File: src/rtl/bir_pkg.sv
`timescale 1ns / 1ps
package bir_pkg;

   localparam int DefMaxSrcWidth  = 256;
   localparam int DefMaxSrcHeight = 256;
   localparam int FracBits        = 16;
   localparam int AccW            = 48;
   localparam int CfgW            = 13;

   localparam logic [1:0] CSR_SRC_W = 2'd0;
   localparam logic [1:0] CSR_SRC_H = 2'd1;
   localparam logic [1:0] CSR_DST_W = 2'd2;
   localparam logic [1:0] CSR_DST_H = 2'd3;

   localparam logic REQ_WRITE  = 1'b0;
   localparam logic REQ_SAMPLE = 1'b1;

   typedef struct packed {
      logic        req_type;
      logic [11:0] pos_x;
      logic [11:0] pos_y;
      logic [7:0]  in_red;
      logic [7:0]  in_green;
      logic [7:0]  in_blue;
      logic [7:0]  in_alpha;
   } req_word_type;

   typedef struct packed {
      logic [7:0] out_red;
      logic [7:0] out_green;
      logic [7:0] out_blue;
      logic [7:0] out_alpha;
   } rsp_word_type;

   // controller to datapath
   typedef struct packed {
      logic       load;      // capture request
      logic       wr_pix;    // write pixel into frame
      logic       div_start; // start both axis dividers
      logic       map;       // compute integer part and fraction
      logic       rd;        // issue tap read
      logic [1:0] rd_r;
      logic [1:0] rd_c;
      logic       tap;       // read data valid for tap
      logic [1:0] tap_c;
      logic       row_fin;   // run row filter on tap line
      logic [1:0] row_idx;
      logic       col_fin;   // run column filter
      logic       fin_step;  // filter pipeline step
      logic [2:0] fin_ph;
   } bir_cmd_type;

   typedef struct packed {
      logic div_busy;
   } bir_sts_type;

   function automatic logic [7:0] sat8(input logic signed [AccW-1:0] v);
      logic [7:0] r;
      if (v < 0) r = 8'd0;
      else if (v > AccW'(255 * 65536)) r = 8'd255;
      else r = v[23:16];
      return r;
   endfunction

endpackage

File: src/rtl/bir_ctrl.sv
`timescale 1ns / 1ps
module bir_ctrl
   import bir_pkg::*;
(
   input  logic        clock,
   input  logic        reset,
   input  logic        req_valid,
   output logic        req_stall,
   input  logic        req_type,
   output logic        rsp_valid,
   input  logic        rsp_stall,
   input  bir_sts_type sts,
   output bir_cmd_type cmd
);
   localparam logic [2:0] ST_IDLE = 3'd0;
   localparam logic [2:0] ST_DEC  = 3'd1;
   localparam logic [2:0] ST_DIV  = 3'd2;
   localparam logic [2:0] ST_MAP  = 3'd3;
   localparam logic [2:0] ST_READ = 3'd4;
   localparam logic [2:0] ST_FILT = 3'd5;
   localparam logic [2:0] ST_DONE = 3'd6;

   logic [2:0] st_ff, st_in;
   logic [3:0] rc_ff, rc_in;    // read counter, row and column
   logic [2:0] ph_ff, ph_in;
   logic       tv_ff, tv_in;    // read data valid
   logic [1:0] tc_ff;
   logic       colp_ff, colp_in; // column pass running
   logic [1:0] fr_ff, fr_in;
   logic       type_ff;
   logic       out_v_ff, out_v_in;
   logic       acc;

   assign acc       = req_valid && !req_stall;
   assign req_stall = (st_ff != ST_IDLE) || out_v_ff;
   assign rsp_valid = out_v_ff;

   always_comb begin
      st_in    = st_ff;
      rc_in    = rc_ff;
      ph_in    = ph_ff;
      tv_in    = 1'b0;
      colp_in  = colp_ff;
      fr_in    = fr_ff;
      out_v_in = out_v_ff && rsp_stall;
      cmd      = '0;
      cmd.load = acc;
      cmd.rd_r = rc_ff[3:2];
      cmd.rd_c = rc_ff[1:0];
      cmd.tap   = tv_ff;
      cmd.tap_c = tc_ff;
      cmd.row_idx = fr_ff;
      cmd.fin_ph  = ph_ff;
      unique case (st_ff)
         ST_IDLE: if (acc) st_in = ST_DEC;
         ST_DEC: begin
            if (type_ff == REQ_WRITE) begin
               cmd.wr_pix = 1'b1;
               st_in = ST_IDLE;
            end else begin
               cmd.div_start = 1'b1;
               st_in = ST_DIV;
            end
         end
         ST_DIV: if (!sts.div_busy) st_in = ST_MAP;
         ST_MAP: begin
            cmd.map = 1'b1;
            rc_in = '0;
            colp_in = 1'b0;
            st_in = ST_READ;
         end
         ST_READ: begin
            // read one row of four taps, then filter it
            cmd.rd = 1'b1;
            tv_in = 1'b1;
            rc_in = rc_ff + 4'd1;
            if (rc_ff[1:0] == 2'd3) begin
               st_in = ST_FILT;
               ph_in = 3'd0;
               fr_in = rc_ff[3:2];
            end
         end
         ST_FILT: begin
            if (ph_ff == 3'd0) begin
               if (!tv_ff) begin
                  if (colp_ff) cmd.col_fin = 1'b1;
                  else cmd.row_fin = 1'b1;
                  ph_in = 3'd1;
               end
            end else begin
               cmd.fin_step = 1'b1;
               ph_in = ph_ff + 3'd1;
               if (ph_ff == 3'd5) begin
                  if (colp_ff) begin
                     st_in = ST_DONE;
                  end else if (fr_ff == 2'd3) begin
                     colp_in = 1'b1;
                     ph_in = 3'd0;
                  end else begin
                     st_in = ST_READ;
                  end
               end
            end
         end
         ST_DONE: begin
            out_v_in = 1'b1;
            st_in = ST_IDLE;
         end
         default: st_in = ST_IDLE;
      endcase
   end

   always_ff @(posedge clock) begin
      if (reset) begin
         st_ff    <= ST_IDLE;
         out_v_ff <= 1'b0;
         tv_ff    <= 1'b0;
         colp_ff  <= 1'b0;
         rc_ff    <= '0;
         ph_ff    <= '0;
         fr_ff    <= '0;
      end else begin
         st_ff    <= st_in;
         out_v_ff <= out_v_in;
         tv_ff    <= tv_in;
         colp_ff  <= colp_in;
         rc_ff    <= rc_in;
         ph_ff    <= ph_in;
         fr_ff    <= fr_in;
      end
      tc_ff <= rc_ff[1:0];
      if (acc) type_ff <= req_type;
   end
endmodule

File: config.mk
export PLATFORM = sky130hd
export DESIGN_NAME = bir_ctrl
export DESIGN_NICKNAME = d
export VERILOG_FILES = /design/src/rtl/bir_pkg.sv /design/src/rtl/bir_ctrl.sv
export SDC_FILE = /design/constraint.sdc
export NUM_CORES = 1
export LEC_CHECK = 0
export BUFFER_PORTS_ARGS = -buffer_cell sky130_fd_sc_hd__buf_2
export CORE_MARGIN = 2
export CORE_UTILIZATION = 45
export DETAILED_ROUTE_END_ITERATION = 10
export MAX_ROUTING_LAYER = met4
export PLACE_DENSITY = 0.75
export SYNTH_ARGS = -nofsm -noshare
export SYNTH_HDL_FRONTEND = slang
export SYNTH_SLANG_ARGS = --single-unit
File: constraint.sdc
create_clock -name clock -period 1.7 [get_ports clock]
set_input_delay 0.085 -clock clock [delete_from_list [all_inputs] [get_ports clock]]
set_output_delay 0.085 -clock clock [all_outputs]
set_load 0.05 [all_outputs]
Word-level counts from Yosys, hierarchy flattened
Cells that the tools add are included.
W data, S select, Z words.
Word-level totals
  register bits after elaboration: 18
  bits of input ports: 6
  output and inout bits: 22
  logic and storage cells: 78
Cells by class
  $add $sub $neg: 2
  equality and inequality tests: 16
  multiplexer cells: 37
  reduce and logical (&&, ||, !) cells: 14
Operators by type and width (count)
  $mux W3: 13
  $pmux W3 S6: 1
  $mux W1: 17
  $eq A3 B3 Y1 const B: 4
  $ne A2 B2 Y1 const B: 5
  $pmux W4 S2: 1
  $eq A3 B2 Y1 const B: 2
  $logic_not A3 Y1: 2
  $mux W2: 3
  $ne A3 B3 Y1 const B: 2
  $pmux W3 S2: 1
  $reduce_and A3 Y1: 2
  $reduce_and A6 Y1: 1
  $reduce_bool A2 Y1: 3
  $add A4 B1 Y4 const B: 1
  $eq A2 B2 Y1 const B: 2
  $add A3 B1 Y3 const B: 1
  $eq A3 B1 Y1 const B: 1
  $reduce_bool A3 Y1: 1
  $logic_and A1 B1 Y1: 2
  $pmux W1 S2: 1
  $reduce_and A2 Y1: 1
  $logic_not A1 Y1: 1
  $logic_or A1 B1 Y1: 1

Logic depth before layout (Yosys ltp)
Gate-level depths: netlist of the first run.
  depth in word-level cells: 6
  depth in mapped cells: 5
  mapped depth without buffers: 5

Least setup slack after synthesis of the first run
No wires, ideal clock.
  kind: register to output
  start point: register ph_ff[0]
  end point: output cmd[4] (netlist name)
  arrival time: 2255 ps
  required time: 1615 ps
  path slack: -640 ps
  stages on the path, launching flop included: 6
  buffers on the path: 0
  cells stage by stage: dfxtp_1 > inv_1 > ha_1 > nor2b_1 > nand2_1 > nor3b_1
RTL lines
  from (decl): line bir_ctrl.sv:25  | logic [2:0] ph_ff, ph_in;
  from (signal assigned): line bir_ctrl.sv:128  | ph_ff <= ph_in;
  to (decl): line bir_ctrl.sv:13  | output bir_cmd_type cmd

==> results.py, run 1 <==
metrics = {
    "status": {
        "outcome": "finished, final reports clean",
    },
    "die": {
        "dieWidth_um": 50,
        "coreArea_um2": 1982,
        "dieArea_um2": 2500,
        "initial_core_util_pct": 48.04,
        "die_y_um": 50,
        "io_pins": 28,
        "rows": 16,
    },
    "critical_path": {
        "crit_buf_inv": 2,
        "r2r_slack_ns": 0.26,
        "slowest_stage": "dfxtp_2",
        "max_stage_delay_ns": 0.35,
        "path_cells": "inv_2, ha_4, nor2b_4, nand2_2, nor3_4, buf_6",
        "timing.rr.start": "ph_ff[2]$_SDFFE_PP0P_",
        "critPathTopFamily": "simple AND/OR/NAND/NOR gates",
        "r2r_cells": 3,
        "crit_path_end_kind": "output pin",
        "r2r_end": "ph_ff[0]$_SDFFE_PP0P_",
        "crit_arrival_ns": 1.53,
        "startpoint_type": "flip-flop",
        "critPathKind": "reg2out",
        "required_ns": 1.62,
        "cp-startpoint": "ph_ff[1]$_SDFFE_PP0P_",
        "crit_path_max_fanout": 4,
    },
    "sta": {
        "tightest_slew_ns": 0.3700,
        "fin_crit_ns": 1.616,
        "setup_tns_ns": 0,
        "finalSetupViolCount": 0,
        "slew_violations": 0,
        "min_period_over_period_pct": 95.04,
        "hold_viol": 0,
        "postLayoutSetupSlackWorst_ns": 0.08434,
        "fmax_ghz": 0.6189,
        "finalClockSkew_ns": 0.006395,
        "rsz0062_at_grt": "false",
        "slew_headroom_pct": 75.30,
    },
    "logic_synthesis": {
        "synth.top_cells.by_count": "dfxtp_1 (17), nor2_1 (11), a21oi_1 (6), nand2b_1 (6)",
        "synth.distinct_cells": 40,
        "synthTopCellsByArea": "dfxtp_1 (36%), ha_1 (5.3%), nor2_1 (4.3%), nand2b_1 (3.9%), a21oi_1 (3.2%)",
        "synth_seq_cells": 18,
        "syn_nets": 116,
        "syn_inst": 106,
        "synth_edf_count": 1,
        "ys_warn_count": 0,
        "synth_area_per_cell_um2": 8.983,
        "async_flop_share_pct": 0,
        "ys.flop_type": "dfxtp_1",
        "seq_area_frac_synth_pct": 38.90,
        "synth_area_um2": 952.2,
        "yosysTopAreaCell": "dfxtp_1",
        "yosysMostFrequentCell": "dfxtp_1",
        "synth_top_area_share_pct": 35.74,
    },
    "hold_path": {
        "hold_depth": 3,
        "min_from": "rsp_stall",
        "hp-class": "in2reg",
        "whs_endpoint": "rsp_valid$_SDFF_PP0_",
    },
    "drt": {
        "antenna_left": 0,
        "wl_per_cell_um": 14.09,
        "drc": 0,
        "routed_wl_um": 2240,
        "drtIter0Drc": 21,
        "drt_pass1_iterations": 4,
        "vias": 888,
        "vias_per_cell": 5.585,
    },
    "grt": {
        "grt_pass1_vias": 856,
        "antenna_found_initial": 0,
        "grtUsageTotal_pct": 20.36,
        "grt_max_degree": 16,
        "grt_overflow": 0,
        "grt_pass1_wl_um": 3864,
    },
    "job": {
        "max-cap-violations": 0,
    },
    "clock_network": {
        "clock-sinks": 18,
        "htreeDepth": 1,
        "path_clk_slew_ns": 0.10,
        "clock_path_buffers": 2,
        "cts_root_buffer": "clkbuf_4",
        "cts_tree": "built",
        "numCtsBuffers": 3,
        "clk-insertion-delay-late_ns": 0.29,
    },
    "pwr": {
        "power_uw": 767.7,
        "p_per_area_nw_per_um2": 639.2,
        "peakVddDrop_v": 0.0003984,
        "p_leak_nw": 0.5127,
    },
    "layout": {
        "drive_gt1_share_pct": 38.64,
        "fin_cells": 159,
        "seqCellArea_um2": 375.4,
        "area_growth_pct": 26.15,
        "fillers": 189,
        "multiInputGateArea_um2": 565.5,
        "nets": 143,
        "antenna_cells": 0,
        "stdcell_area_um2": 1201,
    },
    "placed_design": {
        "globalplace.congestion": 1.001,
        "dp_hpwl_um": 1658,
        "portBuffers": 27,
        "place_inst": 154,
        "dp_worst_setup_slack_ns": 0.1021,
        "place_area_um2": 1127,
    },
}
[worst register-to-register path: cells and delay by family, from the launching register on]
kind | cells | cell delay, ns
flops | 1 | 0.54
simple gates | 1 | 0.29
compound gates | 2 | 0.52
[layout by cell type, fill, tap and decap left out, drive strengths merged, types with 2 or more instances in the layout]
master,n
nor3b,3
nand2,5
nand2b,6
and3b,2
buf,29
nand3b,4
a311oi,2
o31ai,2
nor2,11
dfxtp,17
clkbuf,4
inv,5
ha,4
nand3,3
o2111ai,3
mux2i,3
nor3,3
a21oi,6
[metal layers]
| layer | track usage (%) | wire, um | vias to the layer above |
|---|---|---|---|
| li1 | - | - | 435 |
| met1 | 23.74 | 982 | 418 |
| met2 | 33.99 | 1117 | 30 |
| met3 | 3.939 | 106 | 5 |
| met4 | 8.333 | 34 | 0 |
| met5 | - | 0 | - |
[how the worst max path moves through the flow]
stage                    to  slack [ns]  cells after the start
floorplan            cmd[4]        0.04                      5
global placement     cmd[7]        0.17                      6
detailed placement   cmd[7]        0.10                      6
CTS                 cmd[15]        0.02                      3
global route         cmd[4]        0.02                      6
finish               cmd[7]        0.08                      6
[stage by stage]
| stage | hold slack, ns | utilization (%) |
|---|---|---|
| detailed placement | 0.2652 | 56.88 |
| global placement | 0.2621 | 56.88 |
| CTS | 0.04257 | 60.48 |
| finish | 0.04695 | 60.61 |
| global route | 0.06106 | 60.61 |
| floorplan | 0.1497 | - |
[what timing repair did]
action,4_1_cts,5_1_grt
pin swaps,1,0
endpoints found under the hold margin,1,0
gates resized for setup,9,4
buffers inserted,0,0
endpoints found under the setup margin,2,5
hold buffers,1,0
[logic make-up (layout without fill, tap and decap cells)]
family / after synthesis / in the layout / synth area share [%]
AOI/OAI and AO/OA: 23 / 23 / 18.00
adders and majority gates: 4 / 4 / 5.256
buffers and inverters: 14 / 40 / 7.752
DFF: 18 / 18 / 38.90
muxes: 3 / 3 / 3.154
and+or+nand+nor: 44 / 44 / 26.94
[layout make-up]
| type | instances | share of cell area, % |
|---|---|---|
| Inverter | 6 | 2.292 |
| Clock buffer | 4 | 2.188 |
| Sequential cell | 18 | 31.25 |
| Tap cell | 27 | 2.813 |
| Timing Repair Buffer | 30 | 14.38 |
| Multi-Input combinational cell | 74 | 47.08 |
[where the power goes]
group / internal [mW] / total [mW] / switching (mW) / leakage [nW]
clock: 0.0912 / 0.220 / 0.128 / 0.0150
combinational: 0.0317 / 0.101 / 0.0697 / 0.349
sequential: 0.433 / 0.447 / 0.0133 / 0.149
total: 0.556 / 0.768 / 0.211 / 0.513
[state kept, by name, indices dropped and copies added (netlist names)]
| signal | count |
|---|---|
| tc_ff | 2 |
| rsp_valid | 1 |
| ph_ff | 3 |
| type_ff | 1 |
| st_ff | 3 |
| tv_ff | 1 |
| rc_ff | 4 |
| fr_ff | 2 |
| colp_ff | 1 |
(Power assumes the default switching activity.)
==> run 2: changes to the inputs <==
--- a/config.mk
+++ b/config.mk
@@ -5,11 +5,10 @@
 export SDC_FILE = /design/constraint.sdc
 export NUM_CORES = 1
 export LEC_CHECK = 0
-export BUFFER_PORTS_ARGS = -buffer_cell sky130_fd_sc_hd__buf_2
-export CORE_MARGIN = 2
+export BUFFER_PORTS_ARGS = -buffer_cell sky130_fd_sc_hd__buf_4
+export CORE_MARGIN = 1
 export CORE_UTILIZATION = 45
 export DETAILED_ROUTE_END_ITERATION = 10
-export MAX_ROUTING_LAYER = met4
 export PLACE_DENSITY = 0.75
 export SYNTH_ARGS = -nofsm -noshare
 export SYNTH_HDL_FRONTEND = slang
==> run 2 against run 1 <==
Effect of this change: clock-buffer cell count is the same; utilization grew 5.1 points; critical path depth is the same; total power grew 7.5%; register-to-register slack is essentially flat; global-route usage grew 1.0 points; sequential share of layout area shrank 2.5 points; largest cell class unchanged; largest power group unchanged.
==> results.py, run 2 (synthesis results as in run 1) <==
metrics = {
    "sta": {
        "slew_headroom_pct": 76.84,
        "hold_viol": 0,
        "setup_tns_ns": 0,
        "rsz0062_at_grt": "false",
        "min_period_over_period_pct": 94.84,
        "finalSetupViolCount": 0,
        "tightest_slew_ns": 0.3469,
        "slew_violations": 0,
        "finalClockSkew_ns": 0.006874,
        "fmax_ghz": 0.6202,
        "fin_crit_ns": 1.612,
    },
    "pwr": {
        "seq_power_share_pct": 53.9,
        "p_leak_nw": 0.5368,
        "power_uw": 825.2,
        "p_per_area_nw_per_um2": 634.2,
        "pwr-share-comb_pct": 14.0,
        "power.internal_uw": 607.5,
        "p_sw_uw": 217.8,
        "peakVddDrop_v": 0.0003944,
        "power_frac_clock_pct": 32.1,
        "p_sw_share_pct": 26.39,
    },
    "placed_design": {
        "dp_hpwl_um": 1629,
        "place_area_um2": 1202,
        "globalplace.congestion": 0.9109,
        "portBuffers": 27,
    },
    "critical_path": {
        "crit_path_end_kind": "output pin",
        "startpoint_type": "flip-flop",
        "critPathKind": "reg2out",
        "required_ns": 1.62,
        "timing.rr.start": "ph_ff[1]$_SDFFE_PP0P_",
        "crit_arrival_ns": 1.53,
        "crit_path_max_fanout": 4,
        "r2r_slack_ns": 0.25,
        "r2r_cells": 5,
        "r2r_end": "ph_ff[0]$_SDFFE_PP0P_",
    },
    "layout": {
        "stdcell_area_um2": 1301,
        "largest_register": "rc_ff",
        "area_growth_pct": 36.66,
        "drive_gt1_share_pct": 40.74,
        "layout_commonest_cell": "buf_4",
        "nets": 146,
        "antenna_cells": 0,
        "top_regs": "rc_ff: 4 flops, ph_ff: 3 flops, st_ff: 3 flops",
        "largest_reg_flops": 4,
        "mostFrequentLayoutCells": "buf_4 (30), dfxtp_1 (14), nor2_1 (10), nand2b_1 (6), a21oi_1 (6)",
        "fillers": 174,
    },
    "drt": {
        "antenna_left": 0,
        "vias": 897,
        "vias_per_cell": 5.537,
        "routed_wl_um": 2327,
        "drc": 0,
        "drtIter0Drc": 17,
        "drt_pass1_iterations": 4,
        "wl_per_cell_um": 14.36,
    },
    "clock_network": {
        "path_clk_slew_ns": 0.11,
        "htreeDepth": 1,
        "clock_path_buffers": 2,
        "cts_root_buffer": "clkbuf_4",
        "cts_tree": "built",
        "clk-insertion-delay-late_ns": 0.29,
        "numCtsBuffers": 3,
        "clock-sinks": 18,
    },
    "hold_path": {
        "hold_depth": 3,
        "hp-class": "in2reg",
        "whs_endpoint": "rsp_valid$_SDFF_PP0_",
        "min_from": "rsp_stall",
    },
    "grt": {
        "grt_overflow": 0,
        "grtUsageTotal_pct": 21.39,
        "met1_usage_pct": 26.14,
        "grt_most_used_layer": "met2",
        "use_met3_pct": 5.283,
        "antenna_found_initial": 0,
        "grt_max_degree": 16,
        "grt_pass1_wl_um": 3381,
        "grt_pass1_vias": 771,
        "met2_usage_pct": 35.14,
    },
    "die": {
        "io_pins": 28,
        "rows": 16,
        "dieArea_um2": 2304,
        "dieWidth_um": 48,
        "die_y_um": 48,
        "coreArea_um2": 1982,
        "initial_core_util_pct": 48.04,
    },
    "status": {
        "outcome": "finished, final reports clean",
    },
    "job": {
        "max-cap-violations": 0,
    },
}
[run 2: worst max-delay path: stages, from the launching register on]
cell and delay (ns):
dfxtp_2 0.36, inv_2 0.09, ha_4 0.15, nor2b_4 0.18, nand2_4 0.09, nor3_4 0.19, buf_6 0.18
[run 2: repair_timing]
action	4_1_cts	5_1_grt
setup buffers	0	2
hold endpoints to repair	1	0
gates cloned	0	0
pin swaps	0	1
hold buffers	1	0
setup endpoints to repair	2	2
gates resized for setup	7	5
[run 2: per-layer routing]
layer | part of all wire (%) | vias up
met4 | 1.4 | 0
met1 | 43 | 429
met2 | 52 | 21
met3 | 3.4 | 4
li1 | - | 443
met5 | 0 | -
[run 2: worst max path at each step]
stage,end,startpoint
finish,cmd[7],ph_ff[1]$_SDFFE_PP0P_
floorplan,cmd[4],ph_ff[0]$_SDFFE_PP0P_
global placement,cmd[7],ph_ff[0]$_SDFFE_PP0P_
detailed placement,cmd[4],ph_ff[0]$_SDFFE_PP0P_
CTS,cmd[4],ph_ff[0]$_SDFFE_PP0P_
global route,cmd[4],ph_ff[1]$_SDFFE_PP0P_
[run 2: layout make-up]
class,count,area [um2],share of cell area (%)
Multi-Input combinational cell,74,571.8,43.94
Tap cell,27,33.78,2.596
Timing Repair Buffer,33,257.7,19.81
Inverter,6,27.53,2.115
Clock buffer,4,36.28,2.788
Sequential cell,18,374.1,28.75
[run 2: through the flow]
stage	utilization [%]	hold WS, ns	worst slack, ns	instances
after global placement	60.67	0.2634	0.2084	155
after floorplan	-	0.1497	0.03997	106
after detailed placement	60.67	0.2662	0.1605	155
final	65.66	0.05293	0.08768	162
after CTS	64.27	0.06914	0.008357	160
after global routing	65.66	0.07481	0.002508	162
[run 2: power by group through the flow]
stage               Combinational, mW  Clock (mW)  Sequential, mW
floorplan                      0.0842           0           0.450
global placement                0.111           0           0.454
detailed placement              0.113           0           0.454
CTS                             0.115       0.267           0.444
global route                    0.124       0.286           0.447
finish                          0.115       0.265           0.445
